## src/hw/rtl/dmtr_pkg.sv

```systemverilog
// ----------------------------------------------------------------------------
// dmtr_pkg
// Shared types, register indexes and the 5x7 glyph ROM of the dot-matrix
// text renderer.
// ----------------------------------------------------------------------------
package dmtr_pkg;

    localparam int GLYPH_W       = 5;
    localparam int GLYPH_H       = 7;
    localparam int GLYPH_DOTS    = GLYPH_W * GLYPH_H;
    localparam int ADVANCE_CELLS = 6;
    localparam int CASE_FOLD     = 32;
    localparam int GLYPH_SPACE   = 36;
    localparam int COORD_W       = 14;

    // rotation codes; the spare code draws unrotated
    localparam logic [1:0] ROT_CW  = 2'd1;
    localparam logic [1:0] ROT_CCW = 2'd2;

    typedef enum logic [2:0] {
        REG_ORIGIN_X    = 3'd0,
        REG_ORIGIN_Y    = 3'd1,
        REG_CELL_SIZE   = 3'd2,
        REG_ROTATION    = 3'd3,
        REG_GRID_ENABLE = 3'd4,
        REG_TEXT_LENGTH = 3'd5,
        REG_ON_COLOUR   = 3'd6,
        REG_OFF_COLOUR  = 3'd7
    } t_reg_idx;

    typedef logic [GLYPH_DOTS-1:0] t_glyph;

    typedef struct packed {
        logic [11:0] origin_x;
        logic [11:0] origin_y;
        logic [3:0]  cell_size;
        logic [1:0]  rotation;
        logic        grid_enable;
        logic [6:0]  text_length;
        logic [15:0] on_colour;
        logic [15:0] off_colour;
    } t_cfg;

    // character code to ROM index; lowercase folds, unknown codes map to space
    function automatic logic [5:0] glyph_index(input logic [7:0] code);
        logic [7:0] u;
        logic [5:0] idx;
        u = code;
        if (code inside {[8'h61:8'h7A]}) begin
            u = code - 8'(CASE_FOLD);
        end
        if (u inside {[8'h41:8'h5A]}) begin
            idx = 6'(u - 8'h41) + 6'd10;
        end else if (u inside {[8'h30:8'h39]}) begin
            idx = 6'(u - 8'h30);
        end else begin
            case (u)
                8'h3A:   idx = 6'd37;  // colon
                8'h2F:   idx = 6'd38;  // slash
                8'h2D:   idx = 6'd39;  // minus
                8'h2E:   idx = 6'd40;  // period
                8'h3C:   idx = 6'd41;  // less-than
                8'h3E:   idx = 6'd42;  // greater-than
                8'h2B:   idx = 6'd43;  // plus
                default: idx = 6'(GLYPH_SPACE);
            endcase
        end
        return idx;
    endfunction

    // raw ROM: row 0 in the top bits, each row MSB = leftmost column
    function automatic t_glyph glyph_raw(input logic [5:0] idx);
        t_glyph g;
        case (idx)
            6'd0:    g = {5'h0E,5'h11,5'h13,5'h15,5'h19,5'h11,5'h0E};
            6'd1:    g = {5'h04,5'h0C,5'h04,5'h04,5'h04,5'h04,5'h0E};
            6'd2:    g = {5'h0E,5'h11,5'h01,5'h02,5'h04,5'h08,5'h1F};
            6'd3:    g = {5'h1F,5'h02,5'h04,5'h02,5'h01,5'h11,5'h0E};
            6'd4:    g = {5'h02,5'h06,5'h0A,5'h12,5'h1F,5'h02,5'h02};
            6'd5:    g = {5'h1F,5'h10,5'h1E,5'h01,5'h01,5'h11,5'h0E};
            6'd6:    g = {5'h06,5'h08,5'h10,5'h1E,5'h11,5'h11,5'h0E};
            6'd7:    g = {5'h1F,5'h01,5'h02,5'h04,5'h08,5'h08,5'h08};
            6'd8:    g = {5'h0E,5'h11,5'h11,5'h0E,5'h11,5'h11,5'h0E};
            6'd9:    g = {5'h0E,5'h11,5'h11,5'h0F,5'h01,5'h02,5'h0C};
            6'd10:   g = {5'h0E,5'h11,5'h11,5'h1F,5'h11,5'h11,5'h11};
            6'd11:   g = {5'h1E,5'h11,5'h11,5'h1E,5'h11,5'h11,5'h1E};
            6'd12:   g = {5'h0E,5'h11,5'h10,5'h10,5'h10,5'h11,5'h0E};
            6'd13:   g = {5'h1C,5'h12,5'h11,5'h11,5'h11,5'h12,5'h1C};
            6'd14:   g = {5'h1F,5'h10,5'h10,5'h1E,5'h10,5'h10,5'h1F};
            6'd15:   g = {5'h1F,5'h10,5'h10,5'h1E,5'h10,5'h10,5'h10};
            6'd16:   g = {5'h0E,5'h11,5'h10,5'h17,5'h11,5'h11,5'h0F};
            6'd17:   g = {5'h11,5'h11,5'h11,5'h1F,5'h11,5'h11,5'h11};
            6'd18:   g = {5'h0E,5'h04,5'h04,5'h04,5'h04,5'h04,5'h0E};
            6'd19:   g = {5'h07,5'h02,5'h02,5'h02,5'h02,5'h12,5'h0C};
            6'd20:   g = {5'h11,5'h12,5'h14,5'h18,5'h14,5'h12,5'h11};
            6'd21:   g = {5'h10,5'h10,5'h10,5'h10,5'h10,5'h10,5'h1F};
            6'd22:   g = {5'h11,5'h1B,5'h15,5'h15,5'h11,5'h11,5'h11};
            6'd23:   g = {5'h11,5'h11,5'h19,5'h15,5'h13,5'h11,5'h11};
            6'd24:   g = {5'h0E,5'h11,5'h11,5'h11,5'h11,5'h11,5'h0E};
            6'd25:   g = {5'h1E,5'h11,5'h11,5'h1E,5'h10,5'h10,5'h10};
            6'd26:   g = {5'h0E,5'h11,5'h11,5'h11,5'h15,5'h12,5'h0D};
            6'd27:   g = {5'h1E,5'h11,5'h11,5'h1E,5'h14,5'h12,5'h11};
            6'd28:   g = {5'h0F,5'h10,5'h10,5'h0E,5'h01,5'h01,5'h1E};
            6'd29:   g = {5'h1F,5'h04,5'h04,5'h04,5'h04,5'h04,5'h04};
            6'd30:   g = {5'h11,5'h11,5'h11,5'h11,5'h11,5'h11,5'h0E};
            6'd31:   g = {5'h11,5'h11,5'h11,5'h11,5'h11,5'h0A,5'h04};
            6'd32:   g = {5'h11,5'h11,5'h11,5'h15,5'h15,5'h1B,5'h11};
            6'd33:   g = {5'h11,5'h11,5'h0A,5'h04,5'h0A,5'h11,5'h11};
            6'd34:   g = {5'h11,5'h11,5'h0A,5'h04,5'h04,5'h04,5'h04};
            6'd35:   g = {5'h1F,5'h01,5'h02,5'h04,5'h08,5'h10,5'h1F};
            6'd37:   g = {5'h00,5'h04,5'h04,5'h00,5'h04,5'h04,5'h00};
            6'd38:   g = {5'h01,5'h02,5'h02,5'h04,5'h08,5'h08,5'h10};
            6'd39:   g = {5'h00,5'h00,5'h00,5'h1F,5'h00,5'h00,5'h00};
            6'd40:   g = {5'h00,5'h00,5'h00,5'h00,5'h00,5'h0C,5'h0C};
            6'd41:   g = {5'h02,5'h04,5'h08,5'h10,5'h08,5'h04,5'h02};
            6'd42:   g = {5'h08,5'h04,5'h02,5'h01,5'h02,5'h04,5'h08};
            6'd43:   g = {5'h00,5'h04,5'h04,5'h1F,5'h04,5'h04,5'h00};
            default: g = '0;  // space
        endcase
        return g;
    endfunction

    // scan-order bitmap: bit (row*5 + col) set for a lit dot
    function automatic t_glyph glyph_bits(input logic [5:0] idx);
        t_glyph raw;
        t_glyph bits;
        raw = glyph_raw(idx);
        for (int p = 0; p < GLYPH_DOTS; p++) begin
            bits[p] = raw[GLYPH_DOTS-1-p];
        end
        return bits;
    endfunction

endpackage

```

## src/hw/rtl/dmtr_seq.sv

```systemverilog
// ----------------------------------------------------------------------------
// dmtr_seq
// Row/column dot sequencer: scans a glyph bitmap, one dot position per cycle
// unless output stalls, and places each dot via a registered output stage.
// ----------------------------------------------------------------------------
module dmtr_seq
    import dmtr_pkg::*;
#(
    parameter int MAX_CHARS = 64,
    parameter int MAX_CELL  = 15
) (
    input  logic               i_clk,
    input  logic               i_rst_n,
    input  t_cfg               i_cfg,
    input  logic               i_in_valid,
    output logic               o_in_ready,
    input  logic [7:0]         i_char_code,
    input  logic               i_last_in_text,
    output logic               o_dot_valid,
    input  logic               i_dot_ready,
    output logic [COORD_W-1:0] o_rect_x,
    output logic [COORD_W-1:0] o_rect_y,
    output logic [3:0]         o_rect_side,
    output logic [15:0]        o_dot_colour,
    output logic               o_dot_lit,
    output logic               o_last_of_char
);

    typedef enum logic [1:0] {ST_IDLE, ST_SETUP, ST_RUN} t_state;

    t_state               r_state;
    t_glyph               r_bits;       // lit dots of the current glyph
    t_glyph               r_rem;        // dots left in this pass, bit 0 = current
    logic                 r_pass;       // 0 unlit grid pass, 1 lit pass
    logic                 r_last_text;
    logic [3:0]           r_cell;
    logic [3:0]           r_side;
    logic [9:0]           r_nm;         // 6n-1 cells of text width, 0 for no text
    logic [COORD_W-1:0]   r_bx1;        // clockwise x base
    logic [COORD_W-1:0]   r_by2;        // counter-clockwise y base
    logic [12:0]          r_cursor;
    logic [2:0]           r_col;
    logic [2:0]           r_row;
    logic [COORD_W-1:0]   r_lx;
    logic [6:0]           r_ly;

    logic                 r_out_valid;
    logic [COORD_W-1:0]   r_out_x;
    logic [COORD_W-1:0]   r_out_y;
    logic [15:0]          r_out_colour;
    logic                 r_out_lit;
    logic                 r_out_last;

    logic                 w_accept;
    logic                 w_step;
    logic                 w_emit;
    logic                 w_finish;
    logic                 w_last_dot;
    logic [3:0]           w_cell;
    logic [6:0]           w_n;
    logic [COORD_W-1:0]   w_x0;
    logic [COORD_W-1:0]   w_y0;
    logic [COORD_W-1:0]   w_h;
    logic [COORD_W-1:0]   w_w;
    logic [COORD_W-1:0]   w_ly;
    logic [COORD_W-1:0]   w_sx;
    logic [COORD_W-1:0]   w_sy;
    logic [12:0]          w_adv;

    // handshakes and step enables
    assign o_in_ready = (r_state == ST_IDLE);
    assign w_accept   = i_in_valid && o_in_ready;
    assign w_step     = (r_state == ST_RUN) && (!r_out_valid || i_dot_ready);
    assign w_emit     = w_step && r_rem[0];
    assign w_finish   = w_step && (r_rem == '0) && r_pass;
    assign w_last_dot = (r_rem[GLYPH_DOTS-1:1] == '0) && (r_pass || r_bits == '0);

    // per-item geometry
    assign w_cell = (int'(i_cfg.cell_size) > MAX_CELL) ? 4'(MAX_CELL) : i_cfg.cell_size;
    assign w_n    = (int'(i_cfg.text_length) > MAX_CHARS) ? 7'(MAX_CHARS)
                                                          : i_cfg.text_length;
    assign w_x0   = {{(COORD_W-12){i_cfg.origin_x[11]}}, i_cfg.origin_x};
    assign w_y0   = {{(COORD_W-12){i_cfg.origin_y[11]}}, i_cfg.origin_y};
    assign w_h    = COORD_W'(r_cell) * COORD_W'(GLYPH_H);
    assign w_w    = COORD_W'(r_nm) * COORD_W'(r_cell);
    assign w_adv  = 13'(r_cell) * 13'(ADVANCE_CELLS);

    // dot placement
    assign w_ly = COORD_W'(r_ly);
    always_comb begin
        case (i_cfg.rotation)
            ROT_CW: begin
                w_sx = r_bx1 - w_ly;
                w_sy = w_y0 + r_lx;
            end
            ROT_CCW: begin
                w_sx = w_x0 + w_ly;
                w_sy = r_by2 - r_lx;
            end
            default: begin
                w_sx = w_x0 + r_lx;
                w_sy = w_y0 + w_ly;
            end
        endcase
    end

    // sequencer
    always_ff @(posedge i_clk) begin
        if (!i_rst_n) begin
            r_state  <= ST_IDLE;
            r_cursor <= '0;
            r_pass   <= 1'b1;
            r_rem    <= '0;
        end else begin
            case (r_state)
                ST_IDLE: begin
                    if (w_accept) begin
                        r_bits      <= glyph_bits(glyph_index(i_char_code));
                        r_last_text <= i_last_in_text;
                        r_pass      <= !i_cfg.grid_enable;
                        r_cell      <= w_cell;
                        r_side      <= (w_cell > 4'd1) ? w_cell - 4'd1 : 4'd1;
                        r_nm        <= (w_n == '0) ? '0 : 10'(w_n) * 10'(ADVANCE_CELLS) - 10'd1;
                        r_state     <= ST_SETUP;
                    end
                end
                ST_SETUP: begin
                    r_bx1   <= w_x0 + w_h - COORD_W'(r_side);
                    r_by2   <= w_y0 + w_w - COORD_W'(r_side);
                    r_rem   <= r_pass ? r_bits : ~r_bits;
                    r_col   <= '0;
                    r_row   <= '0;
                    r_lx    <= COORD_W'(r_cursor);
                    r_ly    <= '0;
                    r_state <= ST_RUN;
                end
                ST_RUN: begin
                    if (w_step) begin
                        if (r_rem == '0) begin
                            if (!r_pass) begin
                                // grid pass done, rescan for lit dots
                                r_pass <= 1'b1;
                                r_rem  <= r_bits;
                                r_col  <= '0;
                                r_row  <= '0;
                                r_lx   <= COORD_W'(r_cursor);
                                r_ly   <= '0;
                            end else begin
                                r_cursor <= r_last_text ? '0 : r_cursor + w_adv;
                                r_state  <= ST_IDLE;
                            end
                        end else begin
                            r_rem <= r_rem >> 1;
                            if (r_col == 3'(GLYPH_W - 1)) begin
                                r_col <= '0;
                                r_row <= r_row + 3'd1;
                                r_lx  <= COORD_W'(r_cursor);
                                r_ly  <= r_ly + 7'(r_cell);
                            end else begin
                                r_col <= r_col + 3'd1;
                                r_lx  <= r_lx + COORD_W'(r_cell);
                            end
                        end
                    end
                end
                default: r_state <= ST_IDLE;
            endcase
        end
    end

    // output register
    always_ff @(posedge i_clk) begin
        if (!i_rst_n) begin
            r_out_valid <= 1'b0;
        end else if (w_emit) begin
            r_out_valid <= 1'b1;
        end else if (i_dot_ready) begin
            r_out_valid <= 1'b0;
        end
    end

    always_ff @(posedge i_clk) begin
        if (w_emit) begin
            r_out_x      <= w_sx;
            r_out_y      <= w_sy;
            r_out_colour <= r_pass ? i_cfg.on_colour : i_cfg.off_colour;
            r_out_lit    <= r_pass;
            r_out_last   <= w_last_dot;
        end
    end

    assign o_dot_valid    = r_out_valid;
    assign o_rect_x       = r_out_x;
    assign o_rect_y       = r_out_y;
    assign o_rect_side    = r_side;
    assign o_dot_colour   = r_out_colour;
    assign o_dot_lit      = r_out_lit;
    assign o_last_of_char = r_out_last;

    // checks
    a_last_empties: assert property (@(posedge i_clk) disable iff (!i_rst_n)
        (w_emit && w_last_dot) |=> (r_rem == '0))
        else $error("dots remain after the final dot of a character");

    a_cursor_hold: assert property (@(posedge i_clk) disable iff (!i_rst_n)
        (i_rst_n && !w_finish) |=> $stable(r_cursor))
        else $error("cursor moved outside the end of a character");

    a_grid_pass: assert property (@(posedge i_clk) disable iff (!i_rst_n)
        (r_state == ST_RUN && !r_pass) |-> i_cfg.grid_enable)
        else $error("unlit pass without grid enabled");

    a_scan_range: assert property (@(posedge i_clk) disable iff (!i_rst_n)
        (r_state == ST_RUN && r_rem != '0) |-> (r_row < 3'(GLYPH_H) && r_col < 3'(GLYPH_W)))
        else $error("scan position outside the glyph while dots remain");

endmodule

```

## src/hw/rtl/dot_matrix_text_renderer.sv

```systemverilog
// ----------------------------------------------------------------------------
// dot_matrix_text_renderer
// 5x7 dot-matrix character generator producing one square rectangle per dot.
// ----------------------------------------------------------------------------
// One character enters per request on the slave stream; the block emits its
// dots as rectangles, at most one per clock, grid (unlit) dots first when the
// grid is on, then lit dots, each in row-major order. A character goes through
// the accept and setup states of the dot sequencer, which then steps one glyph
// position per cycle up to the last drawn dot of each pass and closes each
// pass with a further step; steps wait while the output rectangle is held
// back. A blank character with the grid off gives no rectangles. The next
// character is taken once the sequencer closes; its last rectangle is out by then.
// Configuration writes take effect at once; the user must make them only
// while no character is in work, as the block does not enforce this.
// ----------------------------------------------------------------------------
module dot_matrix_text_renderer
    import dmtr_pkg::*;
#(
    parameter int MAX_CHARS = 64,
    parameter int MAX_CELL  = 15
) (
    input  logic        i_clk,
    input  logic        i_rst_n,
    // configuration write port
    input  logic        i_cfg_we,
    input  logic [2:0]  i_cfg_index,
    input  logic [15:0] i_cfg_data,
    // character stream
    input  logic        s_axis_tvalid,
    output logic        s_axis_tready,
    input  logic [7:0]  s_axis_tdata,   // [7:0] char_code
    input  logic        s_axis_tlast,   // last_in_text
    // rectangle stream
    output logic        m_axis_tvalid,
    input  logic        m_axis_tready,
    output logic [47:0] m_axis_tdata,   // [13:0] rect_x, [27:14] rect_y,
                                        // [31:28] rect_side, [47:32] dot_colour
    output logic        m_axis_tuser,   // dot_lit
    output logic        m_axis_tlast    // last_of_char
);

    t_cfg               r_cfg;
    logic [COORD_W-1:0] w_rect_x;
    logic [COORD_W-1:0] w_rect_y;
    logic [3:0]         w_rect_side;
    logic [15:0]        w_dot_colour;

    // configuration registers
    always_ff @(posedge i_clk) begin
        if (!i_rst_n) begin
            r_cfg.origin_x    <= '0;
            r_cfg.origin_y    <= '0;
            r_cfg.cell_size   <= 4'd4;
            r_cfg.rotation    <= '0;
            r_cfg.grid_enable <= 1'b0;
            r_cfg.text_length <= '0;
            r_cfg.on_colour   <= 16'hFFFF;
            r_cfg.off_colour  <= '0;
        end else if (i_cfg_we) begin
            case (t_reg_idx'(i_cfg_index))
                REG_ORIGIN_X:    r_cfg.origin_x    <= i_cfg_data[11:0];
                REG_ORIGIN_Y:    r_cfg.origin_y    <= i_cfg_data[11:0];
                REG_CELL_SIZE:   r_cfg.cell_size   <= i_cfg_data[3:0];
                REG_ROTATION:    r_cfg.rotation    <= i_cfg_data[1:0];
                REG_GRID_ENABLE: r_cfg.grid_enable <= i_cfg_data[0];
                REG_TEXT_LENGTH: r_cfg.text_length <= i_cfg_data[6:0];
                REG_ON_COLOUR:   r_cfg.on_colour   <= i_cfg_data;
                REG_OFF_COLOUR:  r_cfg.off_colour  <= i_cfg_data;
                default: ;
            endcase
        end
    end

    // dot sequencer
    dmtr_seq #(
        .MAX_CHARS (MAX_CHARS),
        .MAX_CELL  (MAX_CELL)
    ) u_seq (
        .i_clk          (i_clk),
        .i_rst_n        (i_rst_n),
        .i_cfg          (r_cfg),
        .i_in_valid     (s_axis_tvalid),
        .o_in_ready     (s_axis_tready),
        .i_char_code    (s_axis_tdata),
        .i_last_in_text (s_axis_tlast),
        .o_dot_valid    (m_axis_tvalid),
        .i_dot_ready    (m_axis_tready),
        .o_rect_x       (w_rect_x),
        .o_rect_y       (w_rect_y),
        .o_rect_side    (w_rect_side),
        .o_dot_colour   (w_dot_colour),
        .o_dot_lit      (m_axis_tuser),
        .o_last_of_char (m_axis_tlast)
    );

    assign m_axis_tdata = {w_dot_colour, w_rect_side, w_rect_y, w_rect_x};

endmodule

```

## config.mk

```make
export PLATFORM = sky130hd
export DESIGN_NAME = dot_matrix_text_renderer
export DESIGN_NICKNAME = d
export VERILOG_FILES = /design/src/hw/rtl/dmtr_pkg.sv /design/src/hw/rtl/dmtr_seq.sv /design/src/hw/rtl/dot_matrix_text_renderer.sv
export SDC_FILE = /design/constraint.sdc
export NUM_CORES = 1
export LEC_CHECK = 0
export BUFFER_PORTS_ARGS = -buffer_cell sky130_fd_sc_hd__buf_4
export CAP_MARGIN = 20
export CORE_UTILIZATION = 65
export CTS_BUF_LIST = sky130_fd_sc_hd__clkbuf_16
export DETAILED_ROUTE_END_ITERATION = 10
export PLACE_DENSITY = 0.83
export SLEW_MARGIN = 20
export SYNTH_ARGS = -nofsm -noshare
export SYNTH_HDL_FRONTEND = slang
export SYNTH_SLANG_ARGS = --single-unit
```

## constraint.sdc

```tcl
create_clock -name i_clk -period 9.1 [get_ports i_clk]
set_input_delay 0.91 -clock i_clk [delete_from_list [all_inputs] [get_ports i_clk]]
set_output_delay 0.91 -clock i_clk [all_outputs]
set_load 0.01 [all_outputs]
```

Word level (Yosys, flattened, before mapping)
Memories as Yosys holds them, arrays and structs flattened. A register that Yosys moved wholly into a read port is not among the register bits. Index checks and enable logic that the tools add are counted.

Magnitude comparators: 8. Multipliers: 4. Bitwise operators: 1. Eq/ne operators: 25. Add/sub/neg operators: 20. Reduce and logical (&&, ||, !) cells: 36. Mux-type cells: 46.

Operator list (count): 2-to-1 mux 35 bit (4); one-hot mux 14 bit (2 select lines) (3); zero test 35 bit (2); one-hot mux 35 bit (2 select lines) (1); equality test 8 x 6 -> 1 bit, second input constant (7); 2-to-1 mux 14 bit (4); adder 14 bit (3); adder 12 x 8 -> 13 bit (3); 2-to-1 mux 7 bit (5); inverter 35 bit (1); zero test 34 bit (1); 2-to-1 mux 8 bit (4); 2-to-1 mux 6 bit (5); one-hot mux 4 bit (7 select lines) (1); subtractor 14 x 4 -> 14 bit (2); AND reduction 2 bit (9); greater-or-equal comparator 8 x 7 -> 1 bit, second input constant (2); less-or-equal comparator 8 x 7 -> 1 bit, second input constant (2); 2-to-1 mux 16 bit (1); AND reduction 4 bit (4); equality test 3 bit, second input constant (5); adder 14 x 4 -> 14 bit (1); multiplier 10 x 4 -> 14 bit (1); one-hot mux 7 bit (2 select lines) (1); 41 further kinds (68).

Output and inout port bits: 52. Memory bits (read-only): 2240. Logic and storage cells: 168. Input port bits: 33. Flip-flop bits (word level): 239. Memories: 1.

Memories: (no name shown) (words 64, bits a word 35, read ports 1, clocked after Yosys merged registers in 1, write ports 0, line dmtr_pkg.sv:74) `case (idx)`.

Logic depth before layout (Yosys ltp)
Depth in word-level cells: 13. Gate-level depth with buffers: 22. Mapped depth without buffers: 21.

Cells and area by module
From an unflattened synthesis, not the netlist that was laid out.

Cell total of the unflattened synthesis: 2146. Area total of the unflattened synthesis: 20181.9 um^2.

By module, submodules not included: dmtr_seq (cells an instance 1877, sequential area each 5585.4 um^2, times used 1, area an instance 17444.2 um^2); dot_matrix_text_renderer (cells an instance 269, sequential area each 1401.3 um^2, times used 1, area an instance 2737.6 um^2).

Worst setup path before layout
Ideal clock, no wire load.

Path kind: input-to-reg. Start point: input s_axis_tdata[1]. End point: register u_seq.r_bits[15] (data pin). Stages on the path: 20. Setup slack: 4.282 ns. Buffers on the path: 2. Data arrival time: 4.552 ns. Data required time: 8.834 ns. Setup time: 0.266 ns. Cell sequence: inv_1 -> ha_1 -> or4b_4 -> nor2_4 -> a211o_4 -> and2_1 -> ha_1 -> or3b_2 -> o32ai_1 -> a22oi_1 -> o32ai_1 -> nand2_1 -> o211ai_4 -> buf_4 -> buf_2 -> ha_1 -> nor2_1 -> or2_1 -> a21oi_1 -> o21ai_0.

Longest elaborated chain between the ends: 13. Elaborated cells between the ends (all ways): 30. Classes of those cells: add/sub (4); order compare (6); eq/ne (7); mux (10); reduce/logical (3).

Ends and longest elaborated chain: start: declaration (line dot_matrix_text_renderer.sv:31) `input logic [7:0] s_axis_tdata,`; greater-or-equal comparator 8 x 7 -> 1 bit or less-or-equal comparator 8 x 7 -> 1 bit (tied branches) (line dmtr_pkg.sv:49) `if (code inside {[8'h61:8'h7A]}) begin`; logical AND 1 bit (line dmtr_pkg.sv:49); 2-to-1 mux 8 bit * (line dmtr_pkg.sv:49); 2-to-1 mux 8 bit * (line dmtr_seq.sv:117) `if (w_accept) begin`; 2-to-1 mux 8 bit * (line dmtr_seq.sv:115) `case (r_state)`; 2-to-1 mux 8 bit * (line dmtr_seq.sv:109) `if (!i_rst_n) begin`; branches (longest 3 deep; another with subtractor 6 x 1 -> 6 bit); 2-to-1 mux 6 bit * (line dmtr_pkg.sv:52) `if (u inside {[8'h41:8'h5A]}) begin`; 2-to-1 mux 6 bit * (line dmtr_seq.sv:117); 2-to-1 mux 6 bit * (line dmtr_seq.sv:115); 2-to-1 mux 6 bit * (line dmtr_seq.sv:109); end: declaration (line dmtr_seq.sv:32) `t_glyph r_bits;`.

Every way passes the cells marked *. The select of a mux whose other input is x is not followed. A chain may end at the register's enable or synchronous reset.

Final worst setup path
Start point: input s_axis_tdata[1]. End point: register u_seq.r_bits[31] (data pin).

Same word-level chain as after synthesis.

==> results.yml <==
status:
  status: "finished clean"
synth:
  synth_top_family_by_area: "compound AO/OA/AOI/OAI gates"
  synth_common_cells: "nand2_1 (305), ha_1 (163), edfxtp_1 (152)"
  synth_top_area_share_pct: 22.8
  ys_top_cells_by_area: "edfxtp_1 (23%), dfxtp_1 (12%), ha_1 (10%), nand2_1 (5.7%), fa_1 (5.0%)"
  synth_compound_area_share_pct: 19.7
  ys_ff_latch: 273
  ys_seq_area_share_pct: 34.9
  synthAdderAreaFrac_pct: 15.2
  synth_cell_types: 92
  syn_area_um2: 20000
  synthMuxAreaShare_pct: 1.96
  synth-xor-area-share_pct: 7.34
  synthCells: 2181
  synth.largest_area_cell: "edfxtp_1"
  yosys_warnings: 0
  syn_nets: 2427
  synthArstFlopShare_pct: 0
  synth_enable_flop_cells: 152
  synth_top_flop_cell: "edfxtp_1"
  synth_most_common_cell: "nand2_1"
  synth-simple-area-share_pct: 15.9
  syn_area_per_cell_um2: 9.19
finish:
  utilization_pct: 72.7
  area_growth_pct: 8.59
  drive_gt1_share_pct: 9.21
  fin_nets: 2448
  fill_cells: 2189
  diodes: 0
worst_setup_path:
  worstSetupPathType: "primary input to flop"
  startpoint_type: "primary input"
  cp.arrival_ns: 5.61
  endpoint_kind: "flop"
  slowest_delay_ns: 0.57
  cp_max_fo: 45
  critPathSlowestCell: "or4b_4"
  crit_required_ns: 9.39
  path_cells: "buf_4 > inv_1 > ha_1 > or4b_4 > nor2_4 > a211o_4 > and2_1 > ha_1 > or3b_2 > o32ai_1 > a22oi_1 > o32ai_1 > nand2_1 > o211ai_4 > buf_4 > inv_2 > nor2_2 > a211oi_1 > a2bb2oi_1 > o311ai_1"
sta:
  hold_viol: 0
  whs_ns: 0.464
  setup_viol: 0
  period_share_pct: 58.4
  final.setup.tns_ns: 0
  fmax_ghz: 0.188
  post-route-min-period_ns: 5.32
  worstMarginPinSlew_ns: 1.14
  final-max-slew-violation-count: 0
  slew_headroom_pct: 24.0
  rsz0062_at_grt: "false"
  skew_ns: 0.0268
grt:
  grt_max_degree: 83
  antenna_found_initial: 1
  grt.overflow.total: 0
  grt_pass1_wl_um: 83400
  grt_pass1_vias: 16400
  track_usage_pct: 33.4
floorplanning:
  start_util_pct: 66.9
  fp.coreArea_um2: 30000
  die-width_um: 178
  num_rows: 63
  ios: 85
  die_h_um: 178
  dieArea_um2: 31500
detailed_routing:
  vias: 16600
  avgRoutedWirePerCell_um: 20.0
  drt_pre_antenna_iters: 6
  final_antenna_net_count: 0
  remaining_drc_errors: 0
  drt_iter0_markers: 1755
  wirelength_um: 52300
  via_per_inst: 6.35
placement:
  place_congestion: 0.966
  dp_hpwl_um: 37700
  io_buffers: 84
cts:
  cts_tree: "built"
  cts.path.max_buffers: 3
  post-cts-setup-buffer-count: 0
  cts-root-buf: "clkbuf_16"
  cts_made_buffers: 31
  cts.sinks: 273
  clkLatencyLatePin_ns: 0.57
  cts_hold_buf: 0
  clk_transition_reported_paths_ns: 0.06
  cts.repair.resized: 0
  htreeDepth: 1
min_path:
  holdCritPathClass: "flop to flop"
power_and_ir_drop:
  power_density_nw_per_um2: 163
  p_leak_nw: 9.42
  finalPower_mw: 3.55
  ir_worst_vdd_mv: 0.159
job:
  max_cap_violations: 0
[where the power goes]
part	switching, mW	internal [mW]
clock	0.519	0.678
combinational	0.487	0.363
sequential	0.0865	1.41
total	1.09	2.45
[through the flow]
stage,setup slack [ns],cells,instance area (um^2)
detailed placement,3.31,2559,20800
floorplan,4.28,2181,20000
global placement,3.42,2559,20800
CTS,3.88,2616,21800
global route,3.57,2616,21800
finish,3.78,2616,21800
[state kept, by name, summed over array words and instances (netlist names)]
| name | count |
|---|---|
| u_seq.r_col | 3 |
| u_seq.o_rect_x | 14 |
| u_seq.r_bx1 | 14 |
| u_seq.r_nm | 10 |
| u_seq.r_last_text | 1 |
| u_seq.o_rect_side | 4 |
| u_seq.o_last_of_char | 1 |
| u_seq.o_dot_valid | 1 |
| u_seq.r_rem | 35 |
| u_seq.o_dot_lit | 1 |
| u_seq.r_lx | 14 |
| r_cfg | 70 |
| u_seq.r_bits | 35 |
| u_seq.r_ly | 7 |
| u_seq.r_cursor | 12 |
| u_seq.r_by2 | 14 |
| u_seq.r_state | 2 |
| u_seq.r_pass | 1 |
| u_seq.r_cell | 4 |
| u_seq.o_rect_y | 14 |
| u_seq.o_dot_colour | 16 |
[logic make-up (layout without fill, tap and decap cells)]
logic type / count (synthesis) / in the layout
compound gates: 565 / 565
xor+xnor: 168 / 168
fa+ha+maj: 213 / 213
buf+inv: 245 / 290
flops: 273 / 273
mux: 37 / 37
simple gates: 680 / 680
[cell type report]
type                    count  area, um^2  area share [%]
clock buffers              31         776            3.56
clock inverters            26         194           0.891
inverters                 134         509            2.34
multi-input cells        1663       12100            55.4
flip-flops and latches    273        6990            32.1
well taps                 390         488            2.24
repair buffers             99         743            3.41
[cell usage in the layout (no fill, tap or decap), drive strengths merged, types with 7 or more instances in the layout]
master | Yosys | layout
a21o | 70 | 70
o22ai | 10 | 10
buf | 38 | 99
a211oi | 11 | 11
o21a | 9 | 9
mux2 | 18 | 18
ha | 163 | 163
a31oi | 17 | 17
nand4 | 8 | 8
nor4 | 20 | 20
and2 | 27 | 27
a21oi | 125 | 125
clkbuf | 73 | 31
nand3 | 63 | 63
edfxtp | 152 | 152
o211ai | 46 | 46
mux2i | 19 | 19
a22oi | 19 | 19
inv | 132 | 143
and3 | 8 | 8
fa | 50 | 50
a221oi | 22 | 22
nor2 | 109 | 109
nor2b | 47 | 47
o211a | 36 | 36
nor3 | 35 | 35
xor2 | 83 | 83
dfxtp | 121 | 121
a21boi | 46 | 46
clkinv | 2 | 13
nand2b | 22 | 22
xnor2 | 85 | 85
nand2 | 305 | 305
o21ai | 93 | 93
or2 | 7 | 7
or3 | 10 | 10
o21bai | 7 | 7
[final timing paths]
| path | slack (ns) | to | startpoint | cells after the start |
|---|---|---|---|---|
| hold reg to reg | 0.46 | r_cfg[3]$_SDFFE_PN0P_ | r_cfg[3]$_SDFFE_PN0P_ | 2 |
| setup reg to reg | 3.95 | u_seq.r_by2[13]$_DFFE_PP_ | u_seq.r_cell[1]$_DFFE_PP_ | 16 |
| hold / removal | 0.46 | r_cfg[3]$_SDFFE_PN0P_ | r_cfg[3]$_SDFFE_PN0P_ | 2 |
| setup / recovery | 3.78 | u_seq.r_bits[31]$_DFFE_PP_ | s_axis_tdata[1] | 20 |
[worst max-delay path, delay by kind of cell]
family | cells | cell delay [ns]
compound gates | 8 | 1.33
simple gates | 6 | 1.89
fa+ha+maj | 2 | 0.42
buf+inv | 4 | 1.03
[metal layers]
metal | wire, um | GRT usage, %
met2 | 25300 | 58.1
met4 | 3530 | 20.3
met5 | 0 | 0
met3 | 3200 | 4.28
met1 | 20300 | 39.3
Note: power is estimated with default switching activity, not from simulation.
